$ cat src/rtl/mm64_pkg.sv
`timescale 1ns / 1ps
`default_nettype none
// ----------------------------------------------------------------------------
// mm64_pkg
// Shared constants, command and status types of the 64-bit murmur hash core.
// ----------------------------------------------------------------------------
package mm64_pkg;

    localparam int DATA_W  = 64;
    localparam int HALF_W  = 32;
    localparam int LEN_W   = 31;
    localparam int CNT_W   = 4;
    localparam int NBYTES  = 8;

    // mixing multiplier and its halves
    localparam logic [DATA_W-1:0] MIX_MULT   = 64'hc6a4a7935bd1e995;
    localparam logic [HALF_W-1:0] MIX_MULT_L = MIX_MULT[HALF_W-1:0];
    localparam logic [HALF_W-1:0] MIX_MULT_H = MIX_MULT[DATA_W-1:HALF_W];
    localparam int                MIX_SHIFT  = 47;

    // partial product steps of the multiplier
    typedef enum logic [1:0] {
        MP_IDLE,
        MP_LO,
        MP_HL,
        MP_LH
    } t_mul_phase;

    // multiplier operand source
    typedef enum logic [2:0] {
        X_HOLD,
        X_LEN,
        X_WORD,
        X_KMIX,
        X_HK,
        X_TAIL,
        X_AVAL
    } t_x_sel;

    // accumulator source
    typedef enum logic [1:0] {
        H_HOLD,
        H_SEED,
        H_PROD
    } t_h_sel;

    typedef struct packed {
        logic       load_in;
        t_x_sel     x_sel;
        t_h_sel     h_sel;
        t_mul_phase mul;
        logic       out_load;
    } t_dp_cmd;

    typedef struct packed {
        logic first;
        logic last;
        logic cnt_full;
        logic cnt_zero;
        logic out_busy;
    } t_dp_status;

endpackage
`default_nettype wire

$ cat src/rtl/mm64_mul.sv
`timescale 1ns / 1ps
`default_nettype none
// ----------------------------------------------------------------------------
// mm64_mul
// Low 64 bits of operand times the mixing constant, built from three
// 32x32 partial products on one shared multiplier.
// ----------------------------------------------------------------------------
module mm64_mul (
    input  wire logic                          i_clk,
    input  wire mm64_pkg::t_mul_phase          i_phase,
    input  wire logic [mm64_pkg::DATA_W-1:0]   i_operand,
    output logic      [mm64_pkg::DATA_W-1:0]   o_product
);

    logic [mm64_pkg::HALF_W-1:0] w_a;
    logic [mm64_pkg::HALF_W-1:0] w_b;
    logic [mm64_pkg::DATA_W-1:0] w_full;
    logic [mm64_pkg::HALF_W-1:0] w_mid;
    logic [mm64_pkg::DATA_W-1:0] r_p0;
    logic [mm64_pkg::HALF_W-1:0] r_p1;
    logic [mm64_pkg::HALF_W-1:0] r_p2;

    // operand selection per step
    always_comb begin
        w_a = i_operand[mm64_pkg::HALF_W-1:0];
        w_b = mm64_pkg::MIX_MULT_L;
        unique case (i_phase)
            mm64_pkg::MP_HL: begin
                w_a = i_operand[mm64_pkg::DATA_W-1:mm64_pkg::HALF_W];
            end
            mm64_pkg::MP_LH: begin
                w_b = mm64_pkg::MIX_MULT_H;
            end
            default: begin
            end
        endcase
    end

    assign w_full = {{mm64_pkg::HALF_W{1'b0}}, w_a} * {{mm64_pkg::HALF_W{1'b0}}, w_b};

    // partial product registers
    always_ff @(posedge i_clk) begin
        unique case (i_phase)
            mm64_pkg::MP_LO: r_p0 <= w_full;
            mm64_pkg::MP_HL: r_p1 <= w_full[mm64_pkg::HALF_W-1:0];
            mm64_pkg::MP_LH: r_p2 <= w_full[mm64_pkg::HALF_W-1:0];
            default: begin
            end
        endcase
    end

    // cross terms only reach the upper half
    assign w_mid     = r_p1 + r_p2;
    assign o_product = r_p0 + {w_mid, {mm64_pkg::HALF_W{1'b0}}};

endmodule
`default_nettype wire

$ cat src/rtl/mm64_dpath.sv
`timescale 1ns / 1ps
`default_nettype none
// ----------------------------------------------------------------------------
// mm64_dpath
// Hash datapath: captured transaction, seed, accumulator, multiplier
// operand and the output register.
// ----------------------------------------------------------------------------
module mm64_dpath (
    input  wire logic                          i_clk,
    input  wire logic                          i_rst_n,
    input  wire logic                          i_cfg_we,
    input  wire logic [mm64_pkg::DATA_W-1:0]   i_cfg_wdata,
    input  wire logic [mm64_pkg::DATA_W-1:0]   i_data_word,
    input  wire logic [mm64_pkg::CNT_W-1:0]    i_valid_bytes,
    input  wire logic                          i_first_item,
    input  wire logic                          i_last_item,
    input  wire logic [mm64_pkg::LEN_W-1:0]    i_total_length,
    input  wire logic                          i_out_stall,
    input  wire mm64_pkg::t_dp_cmd             i_cmd,
    output mm64_pkg::t_dp_status               o_status,
    output logic                               o_out_valid,
    output logic      [mm64_pkg::DATA_W-1:0]   o_hash_value
);

    logic [mm64_pkg::DATA_W-1:0] r_seed;
    logic [mm64_pkg::DATA_W-1:0] r_word;
    logic [mm64_pkg::LEN_W-1:0]  r_len;
    logic                        r_first;
    logic                        r_last;
    logic                        r_cnt_full;
    logic                        r_cnt_zero;
    logic [mm64_pkg::DATA_W-1:0] r_x;
    logic [mm64_pkg::DATA_W-1:0] r_h;
    logic [mm64_pkg::DATA_W-1:0] r_out;
    logic                        r_out_valid;
    logic [mm64_pkg::DATA_W-1:0] n_word;
    logic [mm64_pkg::DATA_W-1:0] n_x;
    logic [mm64_pkg::DATA_W-1:0] w_prod;
    logic [mm64_pkg::DATA_W-1:0] w_prod_mix;
    logic [mm64_pkg::DATA_W-1:0] w_h_mix;

    // keep only the valid bytes, counts above eight keep all
    always_comb begin
        for (int b = 0; b < mm64_pkg::NBYTES; b++) begin
            if (i_valid_bytes[mm64_pkg::CNT_W-1] ||
                (i_valid_bytes > mm64_pkg::CNT_W'(b))) begin
                n_word[b*8 +: 8] = i_data_word[b*8 +: 8];
            end else begin
                n_word[b*8 +: 8] = 8'h00;
            end
        end
    end

    // captured transaction
    always_ff @(posedge i_clk) begin
        if (i_cmd.load_in) begin
            r_word     <= n_word;
            r_len      <= i_total_length;
            r_first    <= i_first_item;
            r_last     <= i_last_item;
            r_cnt_full <= i_valid_bytes[mm64_pkg::CNT_W-1];
            r_cnt_zero <= (i_valid_bytes == '0);
        end
    end

    // seed register
    always_ff @(posedge i_clk) begin
        if (!i_rst_n) begin
            r_seed <= '0;
        end else if (i_cfg_we) begin
            r_seed <= i_cfg_wdata;
        end
    end

    mm64_mul u_mul (
        .i_clk     (i_clk),
        .i_phase   (i_cmd.mul),
        .i_operand (r_x),
        .o_product (w_prod)
    );

    assign w_prod_mix = w_prod ^ (w_prod >> mm64_pkg::MIX_SHIFT);
    assign w_h_mix    = r_h ^ (r_h >> mm64_pkg::MIX_SHIFT);

    // multiplier operand
    always_comb begin
        unique case (i_cmd.x_sel)
            mm64_pkg::X_LEN:  n_x = {{(mm64_pkg::DATA_W-mm64_pkg::LEN_W){1'b0}}, r_len};
            mm64_pkg::X_WORD: n_x = r_word;
            mm64_pkg::X_KMIX: n_x = w_prod_mix;
            mm64_pkg::X_HK:   n_x = r_h ^ w_prod;
            mm64_pkg::X_TAIL: n_x = r_h ^ r_word;
            mm64_pkg::X_AVAL: n_x = w_h_mix;
            default:          n_x = r_x;
        endcase
    end

    always_ff @(posedge i_clk) begin
        r_x <= n_x;
    end

    // accumulator
    always_ff @(posedge i_clk) begin
        if (!i_rst_n) begin
            r_h <= '0;
        end else begin
            unique case (i_cmd.h_sel)
                mm64_pkg::H_SEED: r_h <= r_seed ^ w_prod;
                mm64_pkg::H_PROD: r_h <= w_prod;
                default:          r_h <= r_h;
            endcase
        end
    end

    // output register
    always_ff @(posedge i_clk) begin
        if (!i_rst_n) begin
            r_out_valid <= 1'b0;
        end else if (i_cmd.out_load) begin
            r_out_valid <= 1'b1;
        end else if (!i_out_stall) begin
            r_out_valid <= 1'b0;
        end
    end

    always_ff @(posedge i_clk) begin
        if (i_cmd.out_load) begin
            r_out <= w_prod_mix;
        end
    end

    assign o_status.first    = r_first;
    assign o_status.last     = r_last;
    assign o_status.cnt_full = r_cnt_full;
    assign o_status.cnt_zero = r_cnt_zero;
    assign o_status.out_busy = r_out_valid & i_out_stall;
    assign o_out_valid       = r_out_valid;
    assign o_hash_value      = r_out;

endmodule
`default_nettype wire

$ cat src/rtl/mm64_ctrl.sv
`timescale 1ns / 1ps
`default_nettype none
// ----------------------------------------------------------------------------
// mm64_ctrl
// Sequencer of the hash core: steps each transaction through seeding,
// word mixing, tail folding and the final avalanche.
// ----------------------------------------------------------------------------
module mm64_ctrl (
    input  wire logic                  i_clk,
    input  wire logic                  i_rst_n,
    input  wire logic                  i_in_valid,
    input  wire mm64_pkg::t_dp_status  i_status,
    output mm64_pkg::t_dp_cmd          o_cmd,
    output logic                       o_in_stall
);

    typedef enum logic [2:0] {
        ST_IDLE,
        ST_DISPATCH,
        ST_MUL0,
        ST_MUL1,
        ST_MUL2,
        ST_DONE,
        ST_WORD,
        ST_OUT
    } t_state;

    typedef enum logic [2:0] {
        OP_LEN,
        OP_K1,
        OP_K2,
        OP_HW,
        OP_TAIL,
        OP_AVAL
    } t_op;

    t_state r_state;
    t_state n_state;
    t_op    r_op;
    t_op    n_op;
    logic   r_in_msg;
    logic   n_in_msg;
    logic   r_folded;
    logic   n_folded;
    logic   r_in_stall;

    // next state and datapath commands
    always_comb begin
        n_state        = r_state;
        n_op           = r_op;
        n_in_msg       = r_in_msg;
        n_folded       = r_folded;
        o_cmd.load_in  = 1'b0;
        o_cmd.x_sel    = mm64_pkg::X_HOLD;
        o_cmd.h_sel    = mm64_pkg::H_HOLD;
        o_cmd.mul      = mm64_pkg::MP_IDLE;
        o_cmd.out_load = 1'b0;
        unique case (r_state)
            ST_IDLE: begin
                if (i_in_valid) begin
                    o_cmd.load_in = 1'b1;
                    n_state       = ST_DISPATCH;
                end
            end
            ST_DISPATCH: begin
                n_folded = 1'b0;
                if (i_status.first) begin
                    n_in_msg    = 1'b1;
                    o_cmd.x_sel = mm64_pkg::X_LEN;
                    n_op        = OP_LEN;
                    n_state     = ST_MUL0;
                end else if (!r_in_msg) begin
                    n_state = ST_IDLE;
                end else begin
                    n_state = ST_WORD;
                end
            end
            ST_MUL0: begin
                o_cmd.mul = mm64_pkg::MP_LO;
                n_state   = ST_MUL1;
            end
            ST_MUL1: begin
                o_cmd.mul = mm64_pkg::MP_HL;
                n_state   = ST_MUL2;
            end
            ST_MUL2: begin
                o_cmd.mul = mm64_pkg::MP_LH;
                n_state   = ST_DONE;
            end
            ST_DONE: begin
                // product is ready, route it by operation
                unique case (r_op)
                    OP_LEN: begin
                        o_cmd.h_sel = mm64_pkg::H_SEED;
                        n_state     = ST_WORD;
                    end
                    OP_K1: begin
                        o_cmd.x_sel = mm64_pkg::X_KMIX;
                        n_op        = OP_K2;
                        n_state     = ST_MUL0;
                    end
                    OP_K2: begin
                        o_cmd.x_sel = mm64_pkg::X_HK;
                        n_op        = OP_HW;
                        n_state     = ST_MUL0;
                    end
                    OP_HW, OP_TAIL: begin
                        o_cmd.h_sel = mm64_pkg::H_PROD;
                        n_folded    = 1'b1;
                        n_state     = ST_WORD;
                    end
                    default: begin
                        n_state = ST_OUT;
                    end
                endcase
            end
            ST_WORD: begin
                priority if (!r_folded && i_status.cnt_full) begin
                    o_cmd.x_sel = mm64_pkg::X_WORD;
                    n_op        = OP_K1;
                    n_state     = ST_MUL0;
                end else if (!r_folded && !i_status.cnt_zero) begin
                    o_cmd.x_sel = mm64_pkg::X_TAIL;
                    n_op        = OP_TAIL;
                    n_state     = ST_MUL0;
                end else if (i_status.last) begin
                    o_cmd.x_sel = mm64_pkg::X_AVAL;
                    n_op        = OP_AVAL;
                    n_state     = ST_MUL0;
                end else begin
                    n_state = ST_IDLE;
                end
            end
            ST_OUT: begin
                // wait until the output register is free
                if (!i_status.out_busy) begin
                    o_cmd.out_load = 1'b1;
                    n_in_msg       = 1'b0;
                    n_state        = ST_IDLE;
                end
            end
            default: begin
                n_state = ST_IDLE;
            end
        endcase
    end

    // state and registered outputs
    always_ff @(posedge i_clk) begin
        if (!i_rst_n) begin
            r_state    <= ST_IDLE;
            r_op       <= OP_LEN;
            r_in_msg   <= 1'b0;
            r_folded   <= 1'b0;
            r_in_stall <= 1'b0;
        end else begin
            r_state    <= n_state;
            r_op       <= n_op;
            r_in_msg   <= n_in_msg;
            r_folded   <= n_folded;
            r_in_stall <= (n_state != ST_IDLE);
        end
    end

    assign o_in_stall = r_in_stall;

endmodule
`default_nettype wire

$ cat src/rtl/murmur64a_hash_core.sv
`timescale 1ns / 1ps
`default_nettype none
// ----------------------------------------------------------------------------
// murmur64a_hash_core
// Streaming MurmurHash64A of a message delivered as 64-bit words.
// ----------------------------------------------------------------------------
// Usage:
//   The input channel (i_in_valid / o_in_stall) carries one 64-bit message
//   word per transaction, byte zero in bits 7:0, with its valid byte count
//   and first/last flags; the first word also carries the message length.
//   The output channel (o_out_valid / i_out_stall) carries one finished hash
//   per message, after the transaction flagged last.
//   The seed register is written through i_cfg_we / i_cfg_wdata; the user must
//   write it only while idle, as the core does not enforce this itself.
//   Every 64-bit multiply runs on one 32x32 multiplier in three partial
//   product steps, after which ST_DONE routes the product by operation.
//   A word outside a message is dropped and a word with no valid bytes folds
//   nothing in; a partial word takes the tail multiply, and a full word is
//   mixed and then folded. A first word adds the length multiply, a last word
//   the avalanche multiply and the load of the hash into the output register.
//   No new word is taken until the last is done; the multiplier sets the pace.
//   A new message may start while the previous hash still waits; the core
//   holds off loading the next hash until the waiting one is taken.
//   Reset is synchronous: it clears the seed, the sequencer and the output
//   valid flag, and ends any message in progress.
// ----------------------------------------------------------------------------
module murmur64a_hash_core (
    input  wire logic                          i_clk,
    input  wire logic                          i_rst_n,
    input  wire logic                          i_cfg_we,
    input  wire logic [mm64_pkg::DATA_W-1:0]   i_cfg_wdata,
    input  wire logic                          i_in_valid,
    output logic                               o_in_stall,
    input  wire logic [mm64_pkg::DATA_W-1:0]   i_data_word,
    input  wire logic [mm64_pkg::CNT_W-1:0]    i_valid_bytes,
    input  wire logic                          i_first_item,
    input  wire logic                          i_last_item,
    input  wire logic [mm64_pkg::LEN_W-1:0]    i_total_length,
    output logic                               o_out_valid,
    input  wire logic                          i_out_stall,
    output logic      [mm64_pkg::DATA_W-1:0]   o_hash_value
);

    mm64_pkg::t_dp_cmd    w_cmd;
    mm64_pkg::t_dp_status w_status;

    mm64_ctrl u_ctrl (
        .i_clk      (i_clk),
        .i_rst_n    (i_rst_n),
        .i_in_valid (i_in_valid),
        .i_status   (w_status),
        .o_cmd      (w_cmd),
        .o_in_stall (o_in_stall)
    );

    mm64_dpath u_dpath (
        .i_clk          (i_clk),
        .i_rst_n        (i_rst_n),
        .i_cfg_we       (i_cfg_we),
        .i_cfg_wdata    (i_cfg_wdata),
        .i_data_word    (i_data_word),
        .i_valid_bytes  (i_valid_bytes),
        .i_first_item   (i_first_item),
        .i_last_item    (i_last_item),
        .i_total_length (i_total_length),
        .i_out_stall    (i_out_stall),
        .i_cmd          (w_cmd),
        .o_status       (w_status),
        .o_out_valid    (o_out_valid),
        .o_hash_value   (o_hash_value)
    );

    // busy right after a transaction is taken
    a_busy_after_accept: assert property (
        @(posedge i_clk) disable iff (!i_rst_n)
        (i_in_valid && !o_in_stall) |=> o_in_stall
    ) else $error("input not stalled after accepted transaction");

    // a waiting hash is never overwritten
    a_no_overwrite: assert property (
        @(posedge i_clk) disable iff (!i_rst_n)
        w_cmd.out_load |-> !w_status.out_busy
    ) else $error("hash loaded while previous hash waits");

    // a loaded hash is offered on the next cycle
    a_load_shows: assert property (
        @(posedge i_clk) disable iff (!i_rst_n)
        w_cmd.out_load |=> o_out_valid
    ) else $error("loaded hash not offered");

endmodule
`default_nettype wire

$ cat config.mk
export PLATFORM = sky130hd
export DESIGN_NAME = murmur64a_hash_core
export DESIGN_NICKNAME = d
export VERILOG_FILES = /design/src/rtl/mm64_pkg.sv /design/src/rtl/mm64_mul.sv /design/src/rtl/mm64_dpath.sv /design/src/rtl/mm64_ctrl.sv /design/src/rtl/murmur64a_hash_core.sv
export SDC_FILE = /design/constraint.sdc
export NUM_CORES = 2
export LEC_CHECK = 0
export BUFFER_PORTS_ARGS = -buffer_cell sky130_fd_sc_hd__buf_2
export CORE_MARGIN = 5
export CORE_UTILIZATION = 60
export DETAILED_ROUTE_END_ITERATION = 12
export PLACE_DENSITY = 0.78
export SYNTH_ARGS = -nofsm -noshare
export SYNTH_HDL_FRONTEND = slang
export SYNTH_SLANG_ARGS = --single-unit
$ cat constraint.sdc
create_clock -name i_clk -period 11.8 [get_ports i_clk]
set_input_delay 0.59 -clock i_clk [delete_from_list [all_inputs] [get_ports i_clk]]
set_output_delay 0.59 -clock i_clk [all_outputs]
set_load 0.02 [all_outputs]
==> results.md <==
* Max-slew violation count at 0
* Pre-antenna DRT Iters at 7
* Yosys top cell area share at 26.1%
* Via count at 34,200
* Setup Skew at 28.7 ps
* Critical Path Most Common Cell: fa_1
* Worst Tran Pin Value at 1290 ps
* Most frequent cells after synthesis: 859 x inv_1, 628 x fa_1, 459 x ha_1, 355 x edfxtp_1, 318 x nand2_1
* Fin Setup TNS at 0 ps
* Worst-skew pair later-pin latency at 600 ps
* Max cap viols at 0
* DIE AREA at 0.0862 sq mm
* Final HPWL DP at 121,000 um
* Via density per instance at 5.87
* Area growth, synth to finish at 8.08%
* Port bufs at 235
* Min Tclk post-route at 10,730 ps
* Total Wirelength at 146,000 um
* Clock Sinks at 493
* Final hold vios at 0
* Reg2reg setup slack at 1070 ps
* RSZ-0062 raised after global routing: false
* DR top layer: met5
* Top post-synthesis cells by area: fa_1 26%, edfxtp_1 22%, ha_1 12%, inv_1 6.7%, dfxtp_1 5.7%
* Crit path from: u_ctrl.r_state[2]$_SDFF_PN0_
* CTS root buf: clkbuf_16
* CTS max path bufs at 3
* Crit Path Max Fanout at 17
* # rows at 104
* CP Capture Type: register
* Outcome: finished, final reports clean
* # DRC at 0
* PostCTS Resize Cnt at 0
* CP Launch Type: register
* Hold Crit Class: in -> reg
* Num CTS Buffers at 46
* Synth area leader: fa_1
* Worst-path cell with the longest stage delay: mux2i_1
* Reg2Reg Depth at 30
* Layout cells sized above 1 at 9.01%
* Met3 WL at 13,900 um
* Die Width at 294 um
* H-tree levels at 2
* CTS tree: built
* Layout Nets at 5,991
* Reg clk slew, reported paths at 70 ps
* Crit share post-route at 90.9%
* Vias in the first global route at 36,000
* CP required at 12,140 ps
* Yosys reg bits at 493
* Hold-fix buffers, CTS at 0
* Antenna Cells at 0
* Reg2reg start: u_ctrl.r_state[2]$_SDFF_PN0_
* Seq/Total Area, Yosys at 27.8%
* Met2 wire len at 68,200 um
* Syn Std Cell Area at 0.0482 sq mm
* Max Freq at 93.2 MHz
* Chip Height at 294 um
* Core Area at 0.0802 sq mm
* Largest net degree at the start of global routing at 108
* Global route overflow at 0
* GRT Resource Usage Total at 34.1%
* YS warnings at 0
* Netlist cell types at 89
* Antenna violations before repair at 3
* R2r endpoint: u_dpath.u_mul.r_p0[58]$_DFFE_PN_
* Post-synth top flop: edfxtp_1
* Max-slew headroom at 11.6%
* Post-CTS setup buffer count at 0
* Antenna-violating nets left at 0
* I/O pins at 236
* Final setup fails at 0
* Avg Cell Area, Syn at 10.6 sq um
* CP endpoint: u_dpath.u_mul.r_p0[58]$_DFFE_PN_
* Number of flops mapped to enable cells by yosys at 355
* Cells after Synth at 4,551
* Routability cong. at 1.00
* CP Class: reg -> reg
* Max incr delay on CP at 1080 ps
* DRT iter0 DRCs at 3,456
* Crit path arrival time at 11,070 ps
* Top-count cell post-synth: inv_1
* FFs w/ async S/R, synth at 0%
* First-pass GRT wire length at 221,000 um
* Routed met1 length at 56,600 um
* Starting Density at 60.2%
* Wire length per cell at 25.1 um
## metrics by stage
step,cell area (sq um),util [%],setup slack [ps],std cells,hold WS [ps]
2_1_floorplan,48300,-,2410,4555,474
3_3_place_gp,50600,63.1,1430,5746,491
3_5_place_dp,50600,63.1,1270,5746,495
4_1_cts,52100,65.0,1230,5832,138
5_1_grt,52100,65.0,559,5832,155
6_report,52100,65.0,1070,5832,163
## worst max-delay path, delay by kind of cell, from the launching register on
family	cells	cell delay [ps]
compound gates	6	1760
fa+ha+maj	9	4320
buf+inv	8	1550
flops	1	580
simple gates	5	1010
xor+xnor	1	90
mux	1	1080
## flip-flops by register name (all words and copies together), names as in the netlist
| signal | flops |
|---|---|
| u_ctrl.r_in_msg | 1 |
| u_ctrl.r_state | 3 |
| u_dpath.r_cnt_zero | 1 |
| u_dpath.r_h | 64 |
| u_dpath.o_hash_value | 64 |
| u_dpath.r_len | 31 |
| u_ctrl.r_op | 3 |
| u_dpath.r_first | 1 |
| u_dpath.r_seed | 64 |
| u_dpath.o_out_valid | 1 |
| u_dpath.u_mul.r_p1 | 32 |
| u_dpath.r_x | 64 |
| u_dpath.r_last | 1 |
| u_dpath.r_word | 64 |
| u_dpath.u_mul.r_p2 | 32 |
| u_dpath.r_cnt_full | 1 |
| u_dpath.u_mul.r_p0 | 64 |
| u_ctrl.r_folded | 1 |
| u_ctrl.o_in_stall | 1 |
## cells in the final DEF (no fill, tap or decap), types with 20 or more instances in the layout
| cell | instances |
|---|---|
| inv_1 | 858 |
| and2_1 | 72 |
| nor2b_1 | 196 |
| edfxtp_1 | 355 |
| buf_2 | 233 |
| buf_4 | 44 |
| dfxtp_1 | 138 |
| nor2_1 | 124 |
| o21bai_1 | 27 |
| a21oi_1 | 164 |
| xnor2_1 | 171 |
| o21ai_0 | 168 |
| ha_1 | 458 |
| mux2i_1 | 142 |
| nand3_1 | 29 |
| nand2_1 | 317 |
| xor2_1 | 79 |
| nand4_1 | 23 |
| clkbuf_16 | 47 |
| a21o_1 | 80 |
| or2_2 | 20 |
| fa_1 | 628 |
## worst min-delay path by stage
stage,startpoint,end,slack (ps),cells after the start
after floorplan,u_dpath.r_seed[0]$_SDFFE_PN0P_,u_dpath.r_seed[0]$_SDFFE_PN0P_,470,2
after global placement,u_dpath.r_seed[52]$_SDFFE_PN0P_,u_dpath.r_seed[52]$_SDFFE_PN0P_,490,2
after detailed placement,u_dpath.r_seed[39]$_SDFFE_PN0P_,u_dpath.r_seed[39]$_SDFFE_PN0P_,500,2
after CTS,i_first_item,u_dpath.r_first$_DFFE_PP_,140,1
after global routing,i_first_item,u_dpath.r_first$_DFFE_PP_,150,1
final,i_first_item,u_dpath.r_first$_DFFE_PP_,160,1
## cells by family after synthesis
| family | after synthesis | synth area share (%) |
|---|---|---|
| XOR/XNOR | 261 | 4.95 |
| AND/OR/NAND/NOR | 873 | 9.01 |
| AO/OA/AOI/OAI | 682 | 9.30 |
| flip-flops | 493 | 27.8 |
| buffers and inverters | 1008 | 7.92 |
| other | 2 | 0.0156 |
| adder cells (fa/ha/maj) | 1087 | 38.0 |
| multiplexers | 145 | 3.02 |
## metal layers
metal / vias to the layer above / track usage, %
met5: - / 0
met4: 2 / 13.7
met3: 348 / 6.11
met2: 1711 / 55.5
met1: 16900 / 45.8
li1: 15200 / -
## layout make-up
| type | instances | area (sq um) |
|---|---|---|
| flip-flops and latches | 493 | 13400 |
| multi-input cells | 3054 | 31100 |
| repair buffers | 277 | 1500 |
| fillers | 6480 | 28000 |
| inverters | 862 | 3240 |
| clock inverters | 30 | 328 |
| well taps | 1060 | 1330 |
| clock buffers | 56 | 1250 |
Power is not shown: default switching activity piles up to over one toggle a cycle in this logic, so the estimate is an artifact.
